[src/ps2m_pkg.sv]
// Shared types and constants for the PS/2 mouse packet decoder.
// Depends on nothing.
`default_nettype none
package ps2m_pkg;

	localparam logic [7:0] ACK_BYTE        = 8'hFA;
	localparam logic [7:0] HDR_CHECK_MASK  = 8'hC8;
	localparam logic [7:0] HDR_CHECK_VALUE = 8'h08;
	localparam int         X_SIGN_POS      = 4;
	localparam int         Y_SIGN_POS      = 5;

	localparam int POS_W = 10;

	localparam logic [POS_W-1:0] MAX_X_RESET = 10'd304;
	localparam logic [POS_W-1:0] MAX_Y_RESET = 10'd184;
	localparam logic [POS_W-1:0] POS_X_RESET = 10'd152;
	localparam logic [POS_W-1:0] POS_Y_RESET = 10'd78;

	// Configuration register indexes
	localparam logic REG_CURSOR_MAX_X = 1'b0;
	localparam logic REG_CURSOR_MAX_Y = 1'b1;

	typedef enum logic [1:0] {
		PH_ACK,
		PH_HDR,
		PH_X,
		PH_Y
	} phase_t;

	// One framed packet, handed from the framer to the cursor unit
	typedef struct packed {
		logic [2:0] buttons;
		logic       x_sign;
		logic       y_sign;
		logic [7:0] x_byte;
		logic [7:0] y_byte;
	} pkt_t;

endpackage
`default_nettype wire

[src/ps2m_front.sv]
// Byte framer: acknowledge wait, header check and packet assembly.
// Depends on ps2m_pkg.
`default_nettype none
module ps2m_front import ps2m_pkg::*; (
	input  wire logic       clk,
	input  wire logic       arst_n,
	input  wire logic       take,
	input  wire logic [7:0] mouse_byte,
	output pkt_t            pkt,
	output logic            pkt_push
);

	phase_t     phase_q, phase_d;
	logic [7:0] header_q;
	logic [7:0] x_q;
	logic       hdr_load, x_load;

	always_ff @(posedge clk or negedge arst_n) begin
		if (!arst_n) begin
			phase_q <= PH_ACK;
		end else begin
			phase_q <= phase_d;
		end
	end

	always_ff @(posedge clk) begin
		if (hdr_load) begin
			header_q <= mouse_byte;
		end
		if (x_load) begin
			x_q <= mouse_byte;
		end
	end

	always_comb begin
		phase_d  = phase_q;
		hdr_load = 1'b0;
		x_load   = 1'b0;
		pkt_push = 1'b0;
		if (take) begin
			unique case (phase_q)
				PH_ACK: begin
					if (mouse_byte == ACK_BYTE) phase_d = PH_HDR;
				end
				PH_HDR: begin
					// drop bytes that cannot start a packet
					if ((mouse_byte & HDR_CHECK_MASK) == HDR_CHECK_VALUE) begin
						hdr_load = 1'b1;
						phase_d  = PH_X;
					end
				end
				PH_X: begin
					x_load  = 1'b1;
					phase_d = PH_Y;
				end
				PH_Y: begin
					pkt_push = 1'b1;
					phase_d  = PH_HDR;
				end
				default: phase_d = PH_ACK;
			endcase
		end
	end

	assign pkt.buttons = header_q[2:0];
	assign pkt.x_sign  = header_q[X_SIGN_POS];
	assign pkt.y_sign  = header_q[Y_SIGN_POS];
	assign pkt.x_byte  = x_q;
	assign pkt.y_byte  = mouse_byte;

endmodule
`default_nettype wire

[src/ps2m_fifo.sv]
// Small flip-flop queue between the framer and the cursor unit.
// Depends on nothing.
`default_nettype none
module ps2m_fifo #(
	parameter int WIDTH = 21,
	parameter int DEPTH = 2
) (
	input  wire logic             clk,
	input  wire logic             arst_n,
	input  wire logic             wr_en,
	input  wire logic [WIDTH-1:0] wr_data,
	input  wire logic             rd_en,
	output logic      [WIDTH-1:0] rd_data,
	output logic                  full,
	output logic                  empty
);

	localparam int PW = (DEPTH > 1) ? $clog2(DEPTH) : 1;
	localparam int CW = $clog2(DEPTH + 1);

	logic [WIDTH-1:0] mem_q [DEPTH];
	logic [PW-1:0]    wr_ptr_q, rd_ptr_q;
	logic [CW-1:0]    count_q;

	function automatic logic [PW-1:0] ptr_inc(input logic [PW-1:0] p);
		return (p == PW'(DEPTH - 1)) ? '0 : p + 1'b1;
	endfunction

	always_ff @(posedge clk or negedge arst_n) begin
		if (!arst_n) begin
			wr_ptr_q <= '0;
			rd_ptr_q <= '0;
			count_q  <= '0;
		end else begin
			if (wr_en) wr_ptr_q <= ptr_inc(wr_ptr_q);
			if (rd_en) rd_ptr_q <= ptr_inc(rd_ptr_q);
			if (wr_en && !rd_en) begin
				count_q <= count_q + 1'b1;
			end else if (rd_en && !wr_en) begin
				count_q <= count_q - 1'b1;
			end
		end
	end

	always_ff @(posedge clk) begin
		if (wr_en) mem_q[wr_ptr_q] <= wr_data;
	end

	assign rd_data = mem_q[rd_ptr_q];
	assign full    = (count_q == CW'(DEPTH));
	assign empty   = (count_q == '0);

endmodule
`default_nettype wire

[src/ps2m_back.sv]
// Cursor unit: delta extension, position update, clamp and result register.
// Also holds the two cursor limit registers. Depends on ps2m_pkg.
`default_nettype none
module ps2m_back import ps2m_pkg::*; (
	input  wire logic             clk,
	input  wire logic             arst_n,
	input  wire logic             cfg_we,
	input  wire logic             cfg_index,
	input  wire logic [POS_W-1:0] cfg_data,
	input  wire pkt_t             pkt,
	input  wire logic             pkt_avail,
	output logic                  pkt_take,
	input  wire logic             pop,
	output logic                  empty,
	output logic [2:0]            buttons,
	output logic signed [8:0]     delta_x,
	output logic signed [9:0]     delta_y,
	output logic [POS_W-1:0]      cursor_x,
	output logic [POS_W-1:0]      cursor_y
);

	logic [POS_W-1:0] max_x_q, max_y_q;
	logic [POS_W-1:0] pos_x_q, pos_y_q;
	logic             out_valid_q;
	logic [8:0]       dx;
	logic [9:0]       ext_y, dy;
	logic [11:0]      sum_x, sum_y;
	logic [POS_W-1:0] new_x, new_y;

	function automatic logic [POS_W-1:0] clamp(input logic [11:0] s,
			input logic [POS_W-1:0] lim);
		if (s[11]) return '0;
		if (s[10:0] > {1'b0, lim}) return lim;
		return s[POS_W-1:0];
	endfunction

	always_ff @(posedge clk or negedge arst_n) begin
		if (!arst_n) begin
			max_x_q <= MAX_X_RESET;
			max_y_q <= MAX_Y_RESET;
		end else if (cfg_we) begin
			unique case (cfg_index)
				REG_CURSOR_MAX_X: max_x_q <= cfg_data;
				REG_CURSOR_MAX_Y: max_y_q <= cfg_data;
				default: ;
			endcase
		end
	end

	assign pkt_take = pkt_avail && (!out_valid_q || pop);

	assign dx    = {pkt.x_sign, pkt.x_byte};
	assign ext_y = {pkt.y_sign, pkt.y_sign, pkt.y_byte};
	assign dy    = 10'(10'd0 - ext_y);
	assign sum_x = {2'b00, pos_x_q} + {{3{dx[8]}}, dx};
	assign sum_y = {2'b00, pos_y_q} + {{2{dy[9]}}, dy};
	assign new_x = clamp(sum_x, max_x_q);
	assign new_y = clamp(sum_y, max_y_q);

	always_ff @(posedge clk or negedge arst_n) begin
		if (!arst_n) begin
			pos_x_q     <= POS_X_RESET;
			pos_y_q     <= POS_Y_RESET;
			out_valid_q <= 1'b0;
		end else begin
			if (pkt_take) begin
				pos_x_q     <= new_x;
				pos_y_q     <= new_y;
				out_valid_q <= 1'b1;
			end else if (pop) begin
				out_valid_q <= 1'b0;
			end
		end
	end

	always_ff @(posedge clk) begin
		if (pkt_take) begin
			buttons  <= pkt.buttons;
			delta_x  <= $signed(dx);
			delta_y  <= $signed(dy);
			cursor_x <= new_x;
			cursor_y <= new_y;
		end
	end

	assign empty = !out_valid_q;

endmodule
`default_nettype wire

[src/ps2_mouse_packet_decoder.sv]
// PS/2 mouse three-byte packet decoder, top level.
// Throughput: one byte per cycle, sustained; full rises only if results back up.
// A packet's result reaches the result ports after its third byte is taken, passing
// through the packet queue and then the cursor unit's result register.
// Reset: waits for the acknowledge byte, cursor at (152, 78), limits 304 / 184,
// packet queue and result register empty. Depends on ps2m_pkg and submodules.
`default_nettype none
module ps2_mouse_packet_decoder import ps2m_pkg::*; #(
	parameter int QUEUE_DEPTH = 2
) (
	input  wire logic             clk,
	input  wire logic             arst_n,
	// input beats
	input  wire logic             push,
	output logic                  full,
	input  wire logic [7:0]       mouse_byte,
	// configuration writes
	input  wire logic             cfg_we,
	input  wire logic             cfg_index,
	input  wire logic [POS_W-1:0] cfg_data,
	// result beats
	output logic                  empty,
	input  wire logic             pop,
	output logic [2:0]            buttons,
	output logic signed [8:0]     delta_x,
	output logic signed [9:0]     delta_y,
	output logic [POS_W-1:0]      cursor_x,
	output logic [POS_W-1:0]      cursor_y
);

	// The front end frames bytes into packets; the back end applies them to
	// the cursor. The packet queue between them lets each side stall alone.
	logic take;
	pkt_t front_pkt;
	logic front_push;
	logic [$bits(pkt_t)-1:0] q_rd_data;
	pkt_t back_pkt;
	logic q_full, q_empty;
	logic back_take;

	// Accept a beat whenever the packet queue has room. A stalled result
	// back end only blocks input once the queue fills up.
	assign full = q_full;
	assign take = push && !q_full;

	ps2m_front u_front (
		.clk        (clk),
		.arst_n     (arst_n),
		.take       (take),
		.mouse_byte (mouse_byte),
		.pkt        (front_pkt),
		.pkt_push   (front_push)
	);

	ps2m_fifo #(
		.WIDTH ($bits(pkt_t)),
		.DEPTH (QUEUE_DEPTH)
	) u_queue (
		.clk     (clk),
		.arst_n  (arst_n),
		.wr_en   (front_push),
		.wr_data (front_pkt),
		.rd_en   (back_take),
		.rd_data (q_rd_data),
		.full    (q_full),
		.empty   (q_empty)
	);

	assign back_pkt = pkt_t'(q_rd_data);

	// Advance the cursor one packet per cycle while the result register is
	// free or being drained in the same cycle.
	ps2m_back u_back (
		.clk       (clk),
		.arst_n    (arst_n),
		.cfg_we    (cfg_we),
		.cfg_index (cfg_index),
		.cfg_data  (cfg_data),
		.pkt       (back_pkt),
		.pkt_avail (!q_empty),
		.pkt_take  (back_take),
		.pop       (pop),
		.empty     (empty),
		.buttons   (buttons),
		.delta_x   (delta_x),
		.delta_y   (delta_y),
		.cursor_x  (cursor_x),
		.cursor_y  (cursor_y)
	);

endmodule
`default_nettype wire

[config.mk]
export PLATFORM = sky130hd
export DESIGN_NAME = ps2_mouse_packet_decoder
export DESIGN_NICKNAME = d
export VERILOG_FILES = /design/src/ps2m_pkg.sv /design/src/ps2m_front.sv /design/src/ps2m_fifo.sv /design/src/ps2m_back.sv /design/src/ps2_mouse_packet_decoder.sv
export SDC_FILE = /design/constraint.sdc
export NUM_CORES = 1
export LEC_CHECK = 0
export BUFFER_PORTS_ARGS = -buffer_cell sky130_fd_sc_hd__buf_4
export CAP_MARGIN = 30
export CORE_MARGIN = 4
export CORE_UTILIZATION = 35
export DETAILED_ROUTE_END_ITERATION = 16
export GPL_TIMING_DRIVEN = 0
export PLACE_DENSITY = 0.58
export SKIP_CTS_REPAIR_TIMING = 1
export SLEW_MARGIN = 20
export SYNTH_ARGS = -nofsm -noshare
export SYNTH_HDL_FRONTEND = slang
export SYNTH_SLANG_ARGS = --single-unit
[constraint.sdc]
create_clock -name clk -period 13.2 [get_ports clk]
set_input_delay 3.96 -clock clk [delete_from_list [all_inputs] [get_ports clk]]
set_output_delay 3.96 -clock clk [all_outputs]
set_load 0.01 [all_outputs]
==> summary.md, run 1 <==
| Metric | Value |
|---|---|
| Slew headroom | 37.1% |
| Clock tree buffer depth | 2 |
| Status | complete, no violations |
| CTS Buf Count | 17 |
| Crit path required time | 13360 ps |
| Share of cells above drive strength 1 | 25.3% |
| Cell row count | 52 |
| Final instance area | 8740 sq um |
| # setup viols final | 0 |
| Largest net degree at the start of global routing | 48 |
| Post-layout net count | 748 |
| TritonCTS clock tree | yes |
| Slew at the pin closest to its max-slew limit | 937 ps |
| Fillers | 1831 |
| Syn Std Cell Area | 7210 sq um |
| Synth Warn # | 0 |
| Clock network fraction of total power | 21.2% |
| CP Data Arrival Time | 6270 ps |
| Worst hold path type | flip-flop to flip-flop |
| Fin. Hold Viols | 0 |
| Non-filler cells, final | 954 |
| Hpwl dp | 12.4 mm |
| Max cap viols | 0 |
| Worst-path fanout max | 10 |
| Vias per cell | 5.00 |
| Initial antenna violation count | 0 |
| Layout Skew | 10.1 ps |
| Static leakage | 3.50 nW |
| Type of destination of the critical path | flip-flop |
| Drt pass-1 iters | 4 |
| #FFs+latches synth | 144 |
| IO Pins | 68 |
| Worst path max stage delay | 630 ps |
| Logic gate share of total power | 49.5% |
| Yosys cell types | 59 |
| Area grow syn2layout | 21.2% |
| GRT overflow | 0 |
| Remaining DRCs | 0 |
| WHS Path Cells | 0 |
| TNS Setup | 0 ps |
| Async SR Flop Fraction | 32.6% |
| Clock transition at the registers of the reported paths | 60 ps |
| Max Clk Rate | 0.164 GHz |
| First-pass GRT wire length | 26.3 mm |
| Fin. max-slew vios | 0 |
| Routed length per instance | 17.4 um |
| Overall power | 2.43 mW |
| Reg2Reg Depth | 19 |
| Number of diodes | 0 |
| Critical path class | flip-flop to flip-flop |
| IO Port Bufs | 67 |
| Initial Util | 35.6% |
| Cells after synthesis | 582 |
| Post-synth top flop | edfxtp_1 |
| Finished Core Util | 43.2% |
| Die height | 152 um |
| Iter 0 DRT Violations | 184 |
| Sequential cell fraction of total power | 29.4% |
| Sw Ratio | 40.1% |
| GRT Resource Usage Total | 15.1% |
| Synth top area share | 40.4% |
| Power density cells | 278 nW/um^2 |
| H-tree depth | 4 |
| Min cycle time layout | 6110 ps |
| RSZ-0062 raised after global routing | false |
| Net count after synthesis | 659 |
| Final Cycle Share | 46.3% |
| Worst path bufs/invs | 4 |
| Crit-path leading delay family | compound AO/OA/AOI/OAI gates |
| Post-route ant nets | 0 |
| Sequential-to-total area share from yosys stat | 56.9% |
| CTS sink count | 144 |
| Startpoint Class | flip-flop |
| Core Area | 20200 sq um |
| Crit path cell chain | buf_4 > buf_1 > buf_1 > mux2_2 > ha_1 > o21ai_0 > o2111a_1 > o21bai_1 > a21oi_1 > xor2_1 > ha_1 > a211oi_2 > nand2_1 > o311a_1 > nor4_4 > buf_6 > nor2_1 > a21oi_2 > nor2_1 |
| P_int | 1.45 mW |
| WL final | 16.6 mm |
| Worst vdd ir | 149 uV |
| Clock tree root driver cell | clkbuf_16 |
| Placed Instances | 921 |
| Placement Cell Area | 8090 sq um |
| Die area | 23000 sq um |
| Die width | 152 um |
| Vias in the first global route | 4874 |
| NetSw | 0.974 mW |
| Area leader, netlist | edfxtp_1 |
| Slowest CP cell | nor4_4 |
| Mean area per synthesized cell | 12.4 sq um |
| Crit path depth | 19 |
| Placer Congestion | 0.813 |
| Top cells by area, synth | edfxtp_1 (40%), dfrtp_1 (11%), ha_1 (8.8%), dfstp_2 (5.1%), mux2_2 (3.6%) |
| Via count | 4773 |
| Post-synth EDFFs | 97 |
| Worst-Skew Late Latency | 420 ps |
[routing by layer]
layer  part of all wire [%]  vias up  wire length [um]  track usage (%)
li1                       -     2298                 -                -
met5                      0        -                 0                0
met1                     47     2340              7800             20.4
met2                     47      117              7750             23.9
met3                    4.3       18               714             3.06
met4                    2.2        0               363             5.97
[layout make-up]
class,count,area [sq um],share of cell area [%]
Multi-Input combinational cell,388,2900,33.2
Inverter,36,135,1.55
Clock inverter,14,204,2.33
Sequential cell,144,4110,47.0
Buffer,14,72.6,0.830
Tap cell,270,338,3.87
Timing Repair Buffer,70,553,6.33
Clock buffer,18,429,4.91
[flip-flops by register name, summed over array words and instances, names as in the netlist]
name	count
u_queue.mem_q	42
u_back.cursor_x	10
u_back.cursor_y	10
u_back.delta_y	10
u_back.max_x_q	10
u_back.max_y_q	10
u_back.pos_x_q	10
u_back.pos_y_q	10
u_back.delta_x	9
u_front.x_q	8
u_front.header_q	5
u_back.buttons	3
u_front.phase_q	2
u_queue.count_q	2
u_back.out_valid_q	1
u_queue.rd_ptr_q	1
u_queue.wr_ptr_q	1
[power groups by stage]
stage	Combinational, mW	Sequential, mW	Clock (mW)
final	1.20	0.712	0.514
after global routing	1.33	0.725	0.545
after CTS	1.20	0.714	0.523
after detailed placement	1.19	0.721	0
after global placement	1.16	0.720	0
after floorplan	0.795	0.739	0
[cell usage in the layout, fill, tap and decap left out, drive strengths merged, types with 5 or more instances in the layout]
cell,synthesis,final
edfxtp,97,97
nand4,5,5
dfrtp,33,33
mux2,23,23
a211oi,9,9
nor2,49,49
ha,51,51
o21ai,40,40
nor3,6,6
clkbuf,8,26
a21o,5,5
buf,6,76
clkinvlp,0,5
xnor2,18,18
xor2,11,11
a21oi,43,43
dfstp,14,14
nand2,45,45
inv,36,40
o31ai,14,14
mux2i,11,11
nor2b,9,9
[synth_stat cells (3+ instances only)]
library cell  count
a211oi_1          7
a21o_1            5
a21oi_1          34
a21oi_2           9
clkbuf_1          8
dfrtp_1          33
dfstp_2          14
edfxtp_1         97
ha_1             51
inv_1            36
mux2_2           23
mux2i_1          11
nand2_1          45
nand2b_1          4
nand3_1           4
nand4_1           5
nor2_1           49
nor2b_1           9
nor3_1            6
nor3b_1           3
o21a_1            3
o21ai_0          31
o21ai_1           9
o31ai_1           4
o31ai_2          10
xnor2_1          18
xor2_1           10
[through the flow]
step                setup slack, ps  hold WS [ps]
finish                         7090           450
global route                   6590           458
floorplan                      7450           421
CTS                            7000           448
detailed placement             7060           433
global placement               6470           425
[worst reg2reg max path, cell delays in order, from the launching register on]
cell and delay (ps):
dfrtp_1 390, buf_4 210, buf_1 530, buf_1 560
mux2_2 450, ha_1 370, o21ai_0 340, o2111a_1 270
o21bai_1 100, a21oi_1 180, xor2_1 270, ha_1 330
a211oi_2 220, nand2_1 70, o311a_1 390, nor4_4 630
buf_6 260, nor2_1 70, a21oi_2 140, nor2_1 60
[kinds of logic (layout without fill, tap and decap cells)]
kind of cell	after synthesis	count (layout)	share of synthesized area [%]
AND/OR/NAND/NOR	140	140	9.26
XOR/XNOR	29	29	3.78
multiplexers	34	34	5.12
AO/OA/AOI/OAI	132	132	12.6
flip-flops	144	144	56.9
buffers and inverters	50	152	2.88
adder cells (fa/ha/maj)	53	53	9.40
[final timing paths]
check                               startpoint              endpoint  slack, ps
min in group asynchronous               arst_n    u_front.phase_q[0]       3560
hold / removal             u_front.header_q[1]  u_queue.mem_q[0][19]        450
hold reg to reg            u_front.header_q[1]  u_queue.mem_q[0][19]        450
setup / recovery              u_queue.rd_ptr_q    u_back.cursor_x[8]       7090
max in group asynchronous               arst_n     u_back.pos_y_q[0]       9200
setup reg to reg              u_queue.rd_ptr_q    u_back.cursor_x[8]       7090
No activity file was read; power rests on OpenSTA's default activity.
==> inputs of run 2 (changes only) <==
--- a/config.mk
+++ b/config.mk
@@ -11,7 +11,7 @@
 export CORE_UTILIZATION = 35
 export DETAILED_ROUTE_END_ITERATION = 16
 export GPL_TIMING_DRIVEN = 0
-export PLACE_DENSITY = 0.58
+export PLACE_DENSITY = 0.6
 export SKIP_CTS_REPAIR_TIMING = 1
 export SLEW_MARGIN = 20
 export SYNTH_ARGS = -nofsm -noshare
==> constraint.sdc (replaced) <==
create_clock -name clk -period 5.3 [get_ports clk]
set_input_delay 1.59 -clock clk [delete_from_list [all_inputs] [get_ports clk]]
set_output_delay 1.59 -clock clk [all_outputs]
set_load 0.01 [all_outputs]
==> run 2 against run 1 <==
Utilization rose by 0.30 points. Worst setup slack worse by 6900 ps. Clock power grew 130%. Sequential share of layout area down 0.33 points. Worst hold slack got worse by 1.5 ps. Via count rose by 2.9%. Power grew to 2.5 times the previous value. Non-clock buffer count up 7. Critical path depth grew 1. Cell area increased by 0.70%. Sequential power up 150%.
==> summary.md, run 2 (synthesis gave the netlist of run 1 again) <==
| Metric | Value |
|---|---|
| Die area | 23000 sq um (unchanged) |
| Vias per cell | 5.11 (+2.1%) |
| Final instance area | 8800 sq um (+0.70%) |
| Iter 0 DRT Violations | 226 (+23%) |
| Worst hold path type | flip-flop to flip-flop |
| Drt pass-1 iters | 4 (unchanged) |
| IO Pins | 68 (unchanged) |
| Cell mode on critical path | buf_4 |
| Placement Cell Area | 8090 sq um (unchanged) |
| Finished Core Util | 43.5% (+0.30 points) |
| CTS sink count | 144 (unchanged) |
| Die width | 152 um (unchanged) |
| Busiest grt layer | met2 |
| GRT overflow | 0 (unchanged) |
| Worst vdd ir | 301 uV (+100%) |
| Placed Instances | 921 (unchanged) |
| Met2 Use GR | 22.5% (-1.4 points) |
| GRT Resource Usage Total | 15.0% (-0.049 points) |
| Number of diodes | 0 (unchanged) |
| Fillers | 1829 (-0.11%) |
| TritonCTS clock tree | yes |
| Type of destination of the critical path | flip-flop |
| Crit-path leading delay family | compound AO/OA/AOI/OAI gates |
| Die height | 152 um (unchanged) |
| NetSw | 2.54 mW (+160%) |
| Power density cells | 701 nW/um^2 (+150%) |
| Routed length per instance | 17.4 um (-0.26%) |
| Clock network fraction of total power | 19.0% (-2.2 points) |
| Vias in the first global route | 4879 (+0.10%) |
| First-pass GRT wire length | 26.2 mm (-0.39%) |
| Min cycle time layout | 5080 ps (-1030 ps) |
| IO Port Bufs | 67 (unchanged) |
| WL final | 16.7 mm (+0.47%) |
| Area grow syn2layout | 22.0% |
| Fin. Hold Viols | 0 (unchanged) |
| Clock transition at the registers of the reported paths | 60 ps (about the same) |
| Reg2Reg Depth | 20 (+1) |
| H-tree depth | 4 (unchanged) |
| Clock tree root driver cell | clkbuf_16 |
| CP Data Arrival Time | 5250 ps (-1020 ps) |
| Post-layout net count | 755 (+0.94%) |
| Critical path class | flip-flop to flip-flop |
| Crit path depth | 20 (+1) |
| Share of cells above drive strength 1 | 27.9% (+2.6 points) |
| WHS Path Cells | 0 (unchanged) |
| Routing usage on met3 | 3.45% (+0.39 points) |
| Crit path cell chain | buf_4 > buf_4 > buf_4 > mux2_2 > ha_1 > o21a_1 > o31ai_2 > o21bai_1 > a21oi_1 > xor2_1 > ha_1 > a211oi_2 > nand2_1 > o311a_1 > nor4_4 > buf_4 > buf_6 > nor2_1 > a21oi_2 > nor2_1 |
| Initial Util | 35.6% (unchanged) |
| Worst path max stage delay | 390 ps (-240 ps) |
| Non-filler cells, final | 961 (+0.73%) |
| Top reg by flops | u_queue.mem_q |
| Max reg flops | 42 (unchanged) |
| Post-route ant nets | 0 (unchanged) |
| Status | complete, no violations |
| Logic gate share of total power | 52.2% (+2.7 points) |
| Core Area | 20200 sq um (unchanged) |
| Overall power | 6.17 mW (+150%) |
| P_int | 3.63 mW (+150%) |
| Hpwl dp | 12.3 mm (-0.73%) |
| Most frequent cells in the layout | edfxtp_1 (97), buf_4 (77), ha_1 (51) |
| Placer Congestion | 0.871 (+7.2%) |
| Cell row count | 52 (unchanged) |
| # setup viols final | 0 (unchanged) |
| Clock tree buffer depth | 2 (unchanged) |
| Final Cycle Share | 95.9% (+50 points) |
| Leading cell type in the layout, fill and taps excluded | edfxtp_1 |
| Static leakage | 3.55 nW (+1.3%) |
| Slew at the pin closest to its max-slew limit | 921 ps (-16.6 ps) |
| Startpoint Class | flip-flop |
| Initial antenna violation count | 0 (unchanged) |
| Crit path required time | 5460 ps (-7900 ps) |
| Largest net degree at the start of global routing | 48 (unchanged) |
| Slew headroom | 38.2% (+1.1 points) |
| Sw Ratio | 41.1% (+0.97 points) |
| Sequential cell fraction of total power | 28.7% (-0.7 points) |
| CTS Buf Count | 17 (unchanged) |
| Fin. max-slew vios | 0 (unchanged) |
| Via count | 4911 (+2.9%) |
| Max cap viols | 0 (unchanged) |
| Remaining DRCs | 0 (unchanged) |
| TNS Setup | 0 ps (unchanged) |
| Layout Skew | 11.3 ps (+1.21 ps) |
| Worst path bufs/invs | 5 (+1) |
| Slowest CP cell | dfrtp_1 |
| Worst-path fanout max | 10 (unchanged) |
| Met1 usage | 21.2% (+0.78 points) |
| RSZ-0062 raised after global routing | true |
| Worst-Skew Late Latency | 430 ps (about the same) |
| Max Clk Rate | 0.197 GHz (+20%) |
==> run 2: cell types whose count changed in the layout (fill, tap and decap cells not counted), sizes merged <==
| cell | change |
|---|---|
| buf | +8 |
| clkinvlp | -2 |
| clkinv | +2 |
| inv | +4 |
| bufinv | -3 |
| clkbuf | -2 |
==> run 2: power by group through the flow <==
stage,clock (mW),combinational [mW],sequential (mW)
finish,1.17,3.22,1.77
global route,1.25,3.54,1.80
CTS,1.19,2.99,1.78
detailed placement,0,2.97,1.79
global placement,0,2.87,1.80
floorplan,0,1.98,1.84
==> run 2: final cells by class <==
class | instances | area [sq um] | area share [%]
sequential | 144 | 4110 | 46.7
multi-input combinational | 388 | 2950 | 33.5
timing repair buffer | 78 | 622 | 7.07
clock buffer | 17 | 425 | 4.83
tap | 270 | 338 | 3.84
clock inverter | 15 | 151 | 1.72
inverter | 36 | 135 | 1.54
buffer | 13 | 76.3 | 0.867
==> run 2: final timing paths <==
| kind | to | startpoint | slack [ps] |
|---|---|---|---|
| max | u_back.cursor_x[8] | u_queue.rd_ptr_q | 220 |
| min | u_queue.mem_q[1][9] | u_front.x_q[1] | 450 |
| max reg2reg | u_back.cursor_x[8] | u_queue.rd_ptr_q | 220 |
| min reg2reg | u_queue.mem_q[1][9] | u_front.x_q[1] | 450 |
| max in group asynchronous | u_back.max_x_q[9] | arst_n | 3670 |
| min in group asynchronous | u_back.out_valid_q | arst_n | 1180 |
==> run 2: metal layers <==
layer,part of all wire (%),routed length [um],vias up
li1,-,-,2315
met3,5.2,862,32
met2,46,7660,152
met5,0,0,-
met1,47,7780,2412
met4,2.4,395,0
==> run 2: metrics by stage <==
| step | hold slack, ps | setup WS, ps |
|---|---|---|
| finish | 448 | 218 |
| global route | 456 | -72.3 |
| CTS | 449 | -834 |
| detailed placement | 435 | -790 |
| global placement | 422 | -784 |
| floorplan | 421 | 200 |
